### src/eht_pkg.sv
// Shared types and constants for the extendible hash table unit.
// No dependencies.
`default_nettype none
package eht_pkg;

  localparam int MAX_DEPTH    = 8;
  localparam int BUCKET_SLOTS = 4;
  localparam int DIR_DEPTH    = 1 << MAX_DEPTH;

  typedef enum logic [1:0] {
    REQ_FIND   = 2'd0,
    REQ_INSERT = 2'd1,
    REQ_REMOVE = 2'd2,
    REQ_NOP    = 2'd3
  } req_code_t;

  typedef enum logic [1:0] {
    ST_DONE = 2'd0,
    ST_MISS = 2'd1,
    ST_FULL = 2'd2,
    ST_RSVD = 2'd3
  } status_code_t;

  typedef struct packed {
    logic [1:0]  req_type;
    logic [31:0] key;
    logic [31:0] value;
  } req_word_t;

  typedef struct packed {
    logic [1:0]  status;
    logic [31:0] found_value;
    logic [3:0]  global_depth;
    logic [8:0]  bucket_count;
  } rsp_word_t;

  typedef struct packed {
    logic [BUCKET_SLOTS-1:0][31:0] keys;
    logic [BUCKET_SLOTS-1:0][31:0] vals;
    logic [2:0]                    occ;
    logic [3:0]                    ld;
  } bucket_row_t;

  typedef enum logic [3:0] {
    S_CLEAR, S_IDLE, S_DIR_RD, S_BKT_RD, S_EXEC,
    S_DBL_RD, S_DBL_WR, S_SPLIT_LO, S_SPLIT_HI, S_REP_RD, S_REP_WR
  } eht_state_t;

  typedef struct packed {
    logic clr_wr;
    logic take_req;
    logic dir_rd_key;
    logic row_rd;
    logic row_wr_exec;
    logic walk_init;
    logic walk_inc;
    logic dbl_rd;
    logic dbl_wr;
    logic gd_inc;
    logic split_wr_lo;
    logic split_wr_hi;
    logic rep_rd;
    logic rep_wr;
    logic used_inc;
    logic done;
    logic full;
  } eht_cmd_t;

  typedef struct packed {
    logic need_split;
    logic need_dbl;
    logic at_max;
    logic walk_last;
    logic clr_last;
  } eht_sts_t;

endpackage
`default_nettype wire

### src/eht_controller.sv
// Controller state machine: sequences lookups, doublings, splits and clearing.
// Depends on eht_pkg.
`default_nettype none
module eht_controller import eht_pkg::*; (
  input  wire logic     clk,
  input  wire logic     rst,
  input  wire logic     start,
  input  wire eht_sts_t sts,
  output eht_cmd_t      cmd,
  output logic          busy
);

  eht_state_t state, state_next;

  always_ff @(posedge clk) begin
    if (rst) state <= S_CLEAR;
    else state <= state_next;
  end

  assign busy = state != S_IDLE;

  always_comb begin
    state_next = state;
    cmd = '0;
    unique case (state)
      S_CLEAR: begin
        cmd.clr_wr = 1'b1;
        if (sts.clr_last) begin
          cmd.walk_init = 1'b1;
          state_next = S_IDLE;
        end else begin
          cmd.walk_inc = 1'b1;
        end
      end
      S_IDLE: begin
        if (start) begin
          cmd.take_req = 1'b1;
          state_next = S_DIR_RD;
        end
      end
      S_DIR_RD: begin
        cmd.dir_rd_key = 1'b1;
        state_next = S_BKT_RD;
      end
      S_BKT_RD: begin
        cmd.row_rd = 1'b1;
        state_next = S_EXEC;
      end
      S_EXEC: begin
        if (!sts.need_split) begin
          cmd.row_wr_exec = 1'b1;
          cmd.done = 1'b1;
          state_next = S_IDLE;
        end else if (sts.need_dbl && sts.at_max) begin
          cmd.done = 1'b1;
          cmd.full = 1'b1;
          state_next = S_IDLE;
        end else if (sts.need_dbl) begin
          cmd.walk_init = 1'b1;
          state_next = S_DBL_RD;
        end else begin
          state_next = S_SPLIT_LO;
        end
      end
      S_DBL_RD: begin
        cmd.dbl_rd = 1'b1;
        state_next = S_DBL_WR;
      end
      S_DBL_WR: begin
        cmd.dbl_wr = 1'b1;
        if (sts.walk_last) begin
          cmd.gd_inc = 1'b1;
          state_next = S_SPLIT_LO;
        end else begin
          cmd.walk_inc = 1'b1;
          state_next = S_DBL_RD;
        end
      end
      S_SPLIT_LO: begin
        cmd.split_wr_lo = 1'b1;
        cmd.walk_init = 1'b1;
        state_next = S_SPLIT_HI;
      end
      S_SPLIT_HI: begin
        cmd.split_wr_hi = 1'b1;
        state_next = S_REP_RD;
      end
      S_REP_RD: begin
        cmd.rep_rd = 1'b1;
        state_next = S_REP_WR;
      end
      S_REP_WR: begin
        cmd.rep_wr = 1'b1;
        if (sts.walk_last) begin
          cmd.used_inc = 1'b1;
          state_next = S_DIR_RD;
        end else begin
          cmd.walk_inc = 1'b1;
          state_next = S_REP_RD;
        end
      end
      default: state_next = S_IDLE;
    endcase
  end

endmodule
`default_nettype wire

### config.mk
export PLATFORM = sky130hd
export DESIGN_NAME = eht_controller
export DESIGN_NICKNAME = d
export VERILOG_FILES = /design/src/eht_pkg.sv /design/src/eht_controller.sv
export SDC_FILE = /design/constraint.sdc
export NUM_CORES = 1
export LEC_CHECK = 0
export ABC_AREA = 1
export BUFFER_PORTS_ARGS = -buffer_cell sky130_fd_sc_hd__buf_2
export CORE_AREA = 2 2 39 41
export DETAILED_ROUTE_END_ITERATION = 8
export DIE_AREA = 0 0 41 43
export PLACE_DENSITY_LB_ADDON = 0.12
export SYNTH_ARGS = -nofsm -noshare
export SYNTH_HDL_FRONTEND = slang
export SYNTH_SLANG_ARGS = --single-unit
### constraint.sdc
create_clock -name clk -period 1.3 [get_ports clk]
set_input_delay 0.26 -clock clk [delete_from_list [all_inputs] [get_ports clk]]
set_output_delay 0.26 -clock clk [all_outputs]
set_load 0.005 [all_outputs]
Word-level counts from Yosys, hierarchy flattened
Index checks and enable logic that the tools add are counted.
W data, S select, Z words.
Cells by class
  multiplexer cells: 34
  magnitude comparators: 0
  add/subtract/negate cells: 0
  bitwise operators: 0
  shifts and indexed selects: 0
  eq/ne operators: 13
  $mul: 0
  reduce and logical (&&, ||, !) cells: 4
  div/mod/pow operators: 0
Operators with widths (number)
  $pmux W4 S11: 1
  $mux W1: 20
  $mux W4: 5
  $eq A4 B3 Y1 const B: 4
  $eq A4 B4 Y1 const B: 3
  $mux W2: 6
  $eq A4 B2 Y1 const B: 2
  $eq A4 B1 Y1 const B: 1
  $logic_not A4 Y1: 1
  $ne A2 B2 Y1 const B: 2
  $ne A4 B1 Y1 const B: 1
  $pmux W1 S3: 1
  $pmux W1 S2: 1
  $reduce_and A2 Y1: 1
  $reduce_or A2 Y1: 1
  $logic_and A1 B1 Y1: 1
Word-level totals
  ROM bits: 0
  flip-flop bits (word level): 4
  memories: 0
  output and inout bits: 18
  bits of input ports: 8
  bits in writable memories: 0
  bits in latches: 0

Longest topological paths before layout
Gate-level depths: netlist of run 1.
  depth after elaboration: 4
  depth in mapped cells: 9
  gate-level depth less buffers: 9

Least setup slack after synthesis of run 1
No wires, ideal clock.
  path kind: flip-flop to output port
  start point: register state[2]
  end point: output cmd[10] (netlist bit)
  buffers on the path: 0
  data arrival time: 0.944 ns
  stages on the path, launching flop included: 7
  data required time: 1.040 ns
  setup slack: 0.096 ns
  path through: dfxtp_1 -> inv_2 -> nor2_2 -> inv_1 -> nor2_1 -> o21ai_0 -> nand2_1
RTL lines
  from (decl): RTL line eht_controller.sv:13  | eht_state_t state, state_next;
  from (signal assigned): RTL line eht_controller.sv:17  | else state <= state_next;
  to (decl): RTL line eht_controller.sv:9  | output eht_cmd_t cmd,

==> impl_results.rst, run 1 <==
.. list-table::
   :header-rows: 1

   * - Metric
     - Value
   * - Outcome
     - finished with violations
   * - Violations in the final reports
     - setup timing
   * - Overall die height
     - approximately 43 microns
   * - Registers with the highest flip-flop counts
     - state x4
   * - Power per standard cell area
     - 713 nW/um^2
   * - Syn Std Cell Area
     - approximately 420 sq um
   * - Number of H-tree levels
     - 1
   * - Number of maximum-capacitance constraint violations
     - 0
   * - Adder and majority gate portion of the synthesized area
     - 0
   * - Syn avg cell area
     - 5.14 sq um
   * - Initial antenna violation count
     - 0
   * - Number of input and output port buffers inserted
     - 25
   * - Clock skew after layout
     - 0.356 ps
   * - Depth of the most critical reg-to-reg path
     - 7
   * - Post-detailed-route via-to-cell ratio
     - 4.42
   * - Commonest cells after routing, fill and taps aside
     - buf_2, nand2_1, inv_1, nor2_4, nor2_1
   * - IR Drop Worst-Case VDD
     - between 0.0004 and 0.0005 V
   * - Cell depth of the worst min-delay path
     - 2
   * - Die ar.
     - 1760 sq um
   * - Leakage power figure
     - ~0.47 nW
   * - Post-detailed-routing wire length
     - approximately 1.2 mm
   * - Worst Path Required
     - 1040 ps
   * - Nets
     - about 130
   * - Clock Sinks
     - 4
   * - Final Hold Violating Endpoints
     - 0
   * - Gr ovfl total
     - 0
   * - Xor/xnor share of the synthesized area
     - 0
   * - Slew Viols, Final
     - 0
   * - Type of origin of the critical path
     - flip-flop
   * - Latest clock arrival within the worst-skew pair
     - 230 ps
   * - Max Clk Rate
     - 695 MHz
   * - Design Power
     - 0.516 mW
   * - Ys Warns
     - 0
   * - Io pins
     - 26
   * - Reg with most FFs
     - state
   * - WHS
     - between 200 and 250 ps
   * - Pin count of the biggest net entering global routing
     - 7
   * - Setup crit end kind
     - output port
   * - Wire length of the first global-routing pass
     - 1.94 mm
   * - Number of flip-flops under the largest register name
     - 4
   * - Slew margin rel.
     - 0.846
   * - Clock buffers created by TritonCTS
     - 3
   * - Final cell count without fillers
     - 133
   * - Core box area
     - roughly 1400 sq um
   * - Die outline width
     - a little over 40 microns
   * - Commonest non-fill, non-tap cell in the layout
     - buf_2
   * - Wirelength per Cell
     - 8.65 microns
   * - Number of instances in the placed design
     - 127
   * - Post-Syn Instances
     - 82
   * - Standard-cell rows
     - 14
   * - CTS Buffer Depth
     - 2
   * - Path category of the worst min-delay check
     - input port to flip-flop
   * - Distinct cells, synth
     - 13
   * - Number of design rule violations left after detail routing
     - 0
   * - Post-synth net total
     - 90
   * - Antenna diode count
     - 0
   * - Vias in the first global route
     - 505
   * - Worst setup slack after layout
     - -138 ps
   * - Pin slew with the least headroom to its limit
     - between 200 and 250 ps
   * - Number of endpoints failing setup at the final stage
     - 16
   * - Type of the setup path with the least slack
     - flip-flop to output port
   * - Fraction of final layout cells sized beyond drive strength 1
     - 0.530
   * - Worst-path clk slew
     - 40 ps
   * - Initial standard-cell utilization of the core
     - 0.305
   * - Simple-gate portion of the synthesized area
     - 0.507
   * - Initial detailed-routing violation count
     - 5
   * - Clock tree from TritonCTS
     - done
   * - Period Utilization, post-route
     - 1.11
   * - Antenna violation net count after detailed routing
     - 0
   * - Mux cell area share after synthesis
     - 0
   * - Layout overhead on the synthesized area
     - 71.5%
   * - Final-layout fill cell count
     - 138
   * - RSZ-0062 raised after global routing
     - true
   * - Biggest fanout along the worst timing path
     - 4
   * - Clock root cell
     - clkbuf_4
   * - Via count of the routed design
     - 588
   * - Post-synthesis sequential area ratio
     - 0.190
   * - DRT Pass-1 Iters
     - 4
   * - Dominant combinational cell family by area after synthesis
     - simple AND/OR/NAND/NOR gates
   * - Post-synthesis compound-gate area fraction
     - 0.0979
   * - Synthesis-stage register bit count
     - 4
   * - Worst EP arrival
     - 1180 ps
   * - HPWL after detailed placement
     - 960 microns
   * - Placer's final routability congestion estimate
     - 0.741
   * - Period minus WS final
     - 1440 ps
   * - GR Util All Layers
     - 0.159
[synthesized netlist by cell type (all sizes together)]
cell,instances,share of area
dfxtp,4,0.19
o21ai,3,0.036
nand3,4,0.047
inv,23,0.20
nand2,24,0.23
a31oi,1,0.015
nor2,17,0.21
nor3,2,0.024
a21oi,4,0.047
[layout make-up]
| type | count | area (sq um) | share of cell area |
|---|---|---|---|
| inverters | 23 | 91.3 | 0.126 |
| well taps | 16 | 20.0 | 0.0277 |
| flip-flops and latches | 4 | 95.1 | 0.131 |
| repair buffers | 32 | 181 | 0.251 |
| clock buffers | 3 | 22.5 | 0.0311 |
| multi-input cells | 55 | 313 | 0.433 |
[worst max-delay path: stages, from the launching register on]
cell and delay (ps):
dfxtp_4 360, inv_4 40, nor2_4 150, buf_4 140, nand2_1 60, inv_1 80, buf_2 110
[worst paths after layout]
check / to / slack [ps] / startpoint
setup / recovery: cmd[9] / -140 / state[2]
hold / removal: state[1] / 230 / rst
setup reg to reg: state[2] / 110 / state[0]
hold reg to reg: state[3] / 620 / state[3]
[kinds of logic (layout without fill, tap and decap cells)]
kind of cell / count (synthesis) / in the layout
AO/OA/AOI/OAI: 8 / 8
buffers and inverters: 23 / 58
flip-flops: 4 / 4
AND/OR/NAND/NOR: 47 / 47
[power by group]
group / total [mW] / leakage (nW) / internal [mW] / switching [mW]
combinational: 0.212 / 0.417 / 0.0895 / 0.122
sequential: 0.152 / 0.0355 / 0.132 / 0.0203
clock: 0.152 / 0.0138 / 0.103 / 0.0486
total: 0.516 / 0.466 / 0.324 / 0.191
[through the flow]
stage	cell area (sq um)	setup TNS, ps	setup slack (ps)	utilization
2_1_floorplan	422	0	96.4	-
3_3_place_gp	597	0	11.7	0.431
3_5_place_dp	597	-51.8	-30.0	0.431
4_1_cts	657	-1710	-160	0.475
5_1_grt	723	-2510	-228	0.523
6_report	723	-1110	-138	0.523
[per-layer routing]
metal  share of wire  global-route usage
met1            0.42               0.199
met4           0.015              0.0600
met2            0.52               0.256
met5               0                   0
met3           0.050              0.0314
[what timing repair did]
item                                    4_1_cts  5_1_grt
pin swaps                                     2        5
gates resized for setup                      12       17
endpoints found under the setup margin       19       19
buffers inserted                              1        2
hold buffers                                  0        0
Power figures use the tool's default switching activity.
==> inputs of run 2 (changes only) <==
Settings changed: PLACE_DENSITY set to 0.64, PLACE_DENSITY_LB_ADDON 0.12 to not set.
==> run 2 against run 1 <==
Against the previous run: the run still ends with setup timing left; register-to-register slack hardly changed; power is 0.31% higher; highest routed layer unchanged; largest cell class unchanged; largest power group unchanged; global-route usage shrank 0.39 points; final area is 2.6% higher; critical path depth increased by 1.
==> impl_results.rst, run 2 (synthesis gave the netlist of run 1 again) <==
.. list-table::
   :header-rows: 1

   * - Metric
     - Value
   * - Outcome
     - finished with violations
   * - Violations in the final reports
     - setup timing
   * - Beginning of the worst register-to-register path
     - state[1]
   * - Worst setup slack after layout
     - -140 ps
   * - Worst EP arrival
     - around 1200 ps
   * - Vias in the first global route
     - ~480
   * - Capture instance of the worst register-to-register path
     - state[1]
   * - Clock buffers created by TritonCTS
     - 3
   * - Type of the setup path with the least slack
     - flip-flop to output port
   * - Hold wc startpoint
     - rst
   * - Cell mode on critical path
     - nor2_4
   * - RSZ-0062 raised after global routing
     - true
   * - HPWL after detailed placement
     - 966 microns
   * - Depth of the most critical reg-to-reg path
     - 9
   * - Initial detailed-routing violation count
     - 2
   * - Fraction of final layout cells sized beyond drive strength 1
     - 0.542
   * - Worst-path clk slew
     - approximately 40 ps
   * - Post-detailed-routing wire length
     - 1.23 mm
   * - Latest clock arrival within the worst-skew pair
     - between 200 and 250 ps
   * - Initial standard-cell utilization of the core
     - 0.305
   * - Number of maximum-capacitance constraint violations
     - 0
   * - Clock root cell
     - clkbuf_4
   * - Number of endpoints failing setup at the final stage
     - 15
   * - Post-detailed-route via-to-cell ratio
     - 4.36
   * - Core box area
     - 1380 sq um
   * - Wirelength per Cell
     - 9.19 microns
   * - Period Utilization, post-route
     - 1.11
   * - Post-Place Cell Area
     - 597 sq um
   * - Layout overhead on the synthesized area
     - 76.0%
   * - Commonest cells after routing, fill and taps aside
     - buf_2, nand2_1, inv_1, nor2_4
   * - Die ar.
     - 1760 sq um
   * - Number of input and output port buffers inserted
     - 25
   * - Critical path buffers and inverters
     - 2
   * - Slack of the worst reg-to-reg path
     - 110 ps
   * - Placer's final routability congestion estimate
     - 0.782
   * - Commonest non-fill, non-tap cell in the layout
     - buf_2
   * - Overall die height
     - 43 microns
   * - Delay of the slowest cell on the worst path
     - between 300 and 400 ps
   * - CTS Buffer Depth
     - 2
   * - Leakage power figure
     - 0.474 nW
   * - Hold endpoint
     - state[2]
   * - Pin count of the biggest net entering global routing
     - 7
   * - Initial antenna violation count
     - 0
   * - Nets
     - 128
   * - Clock Sinks
     - 4
   * - GR Util All Layers
     - 0.156
   * - Die outline width
     - about 41 microns
   * - Post-route core utilization
     - 0.536
   * - DRT Pass-1 Iters
     - 3
   * - Path category of the worst min-delay check
     - input port to flip-flop
   * - Clock tree from TritonCTS
     - done
   * - Power per standard cell area
     - 697 nW/um^2
   * - Type of origin of the critical path
     - flip-flop
   * - Via count of the routed design
     - between 500 and 600
   * - Antenna violation net count after detailed routing
     - 0
   * - Slowest cell on the critical path
     - dfxtp_2
   * - Number of flip-flops under the largest register name
     - 4
   * - Cell type group with the largest total delay on the critical path
     - simple AND/OR/NAND/NOR gates
   * - Io pins
     - 26
   * - Reg with most FFs
     - state
   * - Registers with the highest flip-flop counts
     - state x4
   * - Slew Viols, Final
     - 0
   * - Final Hold Violating Endpoints
     - 0
   * - Antenna diode count
     - 0
   * - Number of design rule violations left after detail routing
     - 0
   * - Slew margin rel.
     - 0.860
   * - Number of H-tree levels
     - 1
   * - Crit-path cells
     - inv_2 -> nor2_4 -> nand2_4 -> nor2_4 -> nand2_1 -> nand3_1 -> buf_2
   * - Worst Path Required
     - 1040 ps
   * - Post-route cell area
     - 742 sq um
   * - Pre-CTS worst setup slack
     - 2.57 ps
   * - Standard-cell rows
     - 14
   * - Setup crit end kind
     - output port
   * - Wire length of the first global-routing pass
     - 1.86 mm
   * - Gr ovfl total
     - 0
   * - Pin slew with the least headroom to its limit
     - roughly 210 ps
   * - Cell depth of the worst min-delay path
     - 2
   * - Period minus WS final
     - between 1000 and 1500 ps
   * - Clock skew after layout
     - 1.90 ps
   * - Max Clk Rate
     - 695 MHz
   * - IR Drop Worst-Case VDD
     - 0.000388 V
   * - Biggest fanout along the worst timing path
     - 5
[run 2: stage by stage]
stage	hold slack (ps)	power, mW	std cells	TNS [ps]
floorplan	329	0.253	82	0
global placement	472	0.322	127	0
detailed placement	475	0.322	127	0
CTS	226	0.498	134	-1260
global route	230	0.559	134	-2380
finish	228	0.517	134	-1230
[run 2: what timing repair did]
item	in CTS	in global routing
resized for setup	14	14
endpoints found under the hold margin	0	0
setup buffers	4	0
hold buffers	0	0
pin swaps	1	1
endpoints found under the setup margin	18	18
[run 2: how the worst max path moves through the flow]
stage | depth (start not counted) | to | slack (ps) | start
detailed placement | 7 | cmd[10] | 3 | state[2]
global placement | 7 | cmd[10] | 4 | state[2]
CTS | 6 | cmd[10] | -140 | state[3]
floorplan | 6 | cmd[10] | 100 | state[2]
finish | 7 | cmd[11] | -140 | state[2]
global route | 7 | cmd[11] | -210 | state[2]
[run 2: per-layer routing]
metal,share of wire,global-route usage
met5,0,0
met4,0.0065,0.0800
met3,0.058,0.0157
met2,0.53,0.263
met1,0.41,0.180
[run 2: area by class of cell]
cell class                      instances  area (sq um)
Multi-Input combinational cell         55           324
Fill cell                             146           642
Tap cell                               16          20.0
Sequential cell                         4          90.1
Clock buffer                            3          22.5
Inverter                               23          86.3
Timing Repair Buffer                   33           199
[run 2: power breakdown]
| part | internal [mW] | total (mW) | switching, mW |
|---|---|---|---|
| Clock | 0.103 | 0.150 | 0.0473 |
| Combinational | 0.0892 | 0.214 | 0.125 |
| Sequential | 0.135 | 0.153 | 0.0180 |
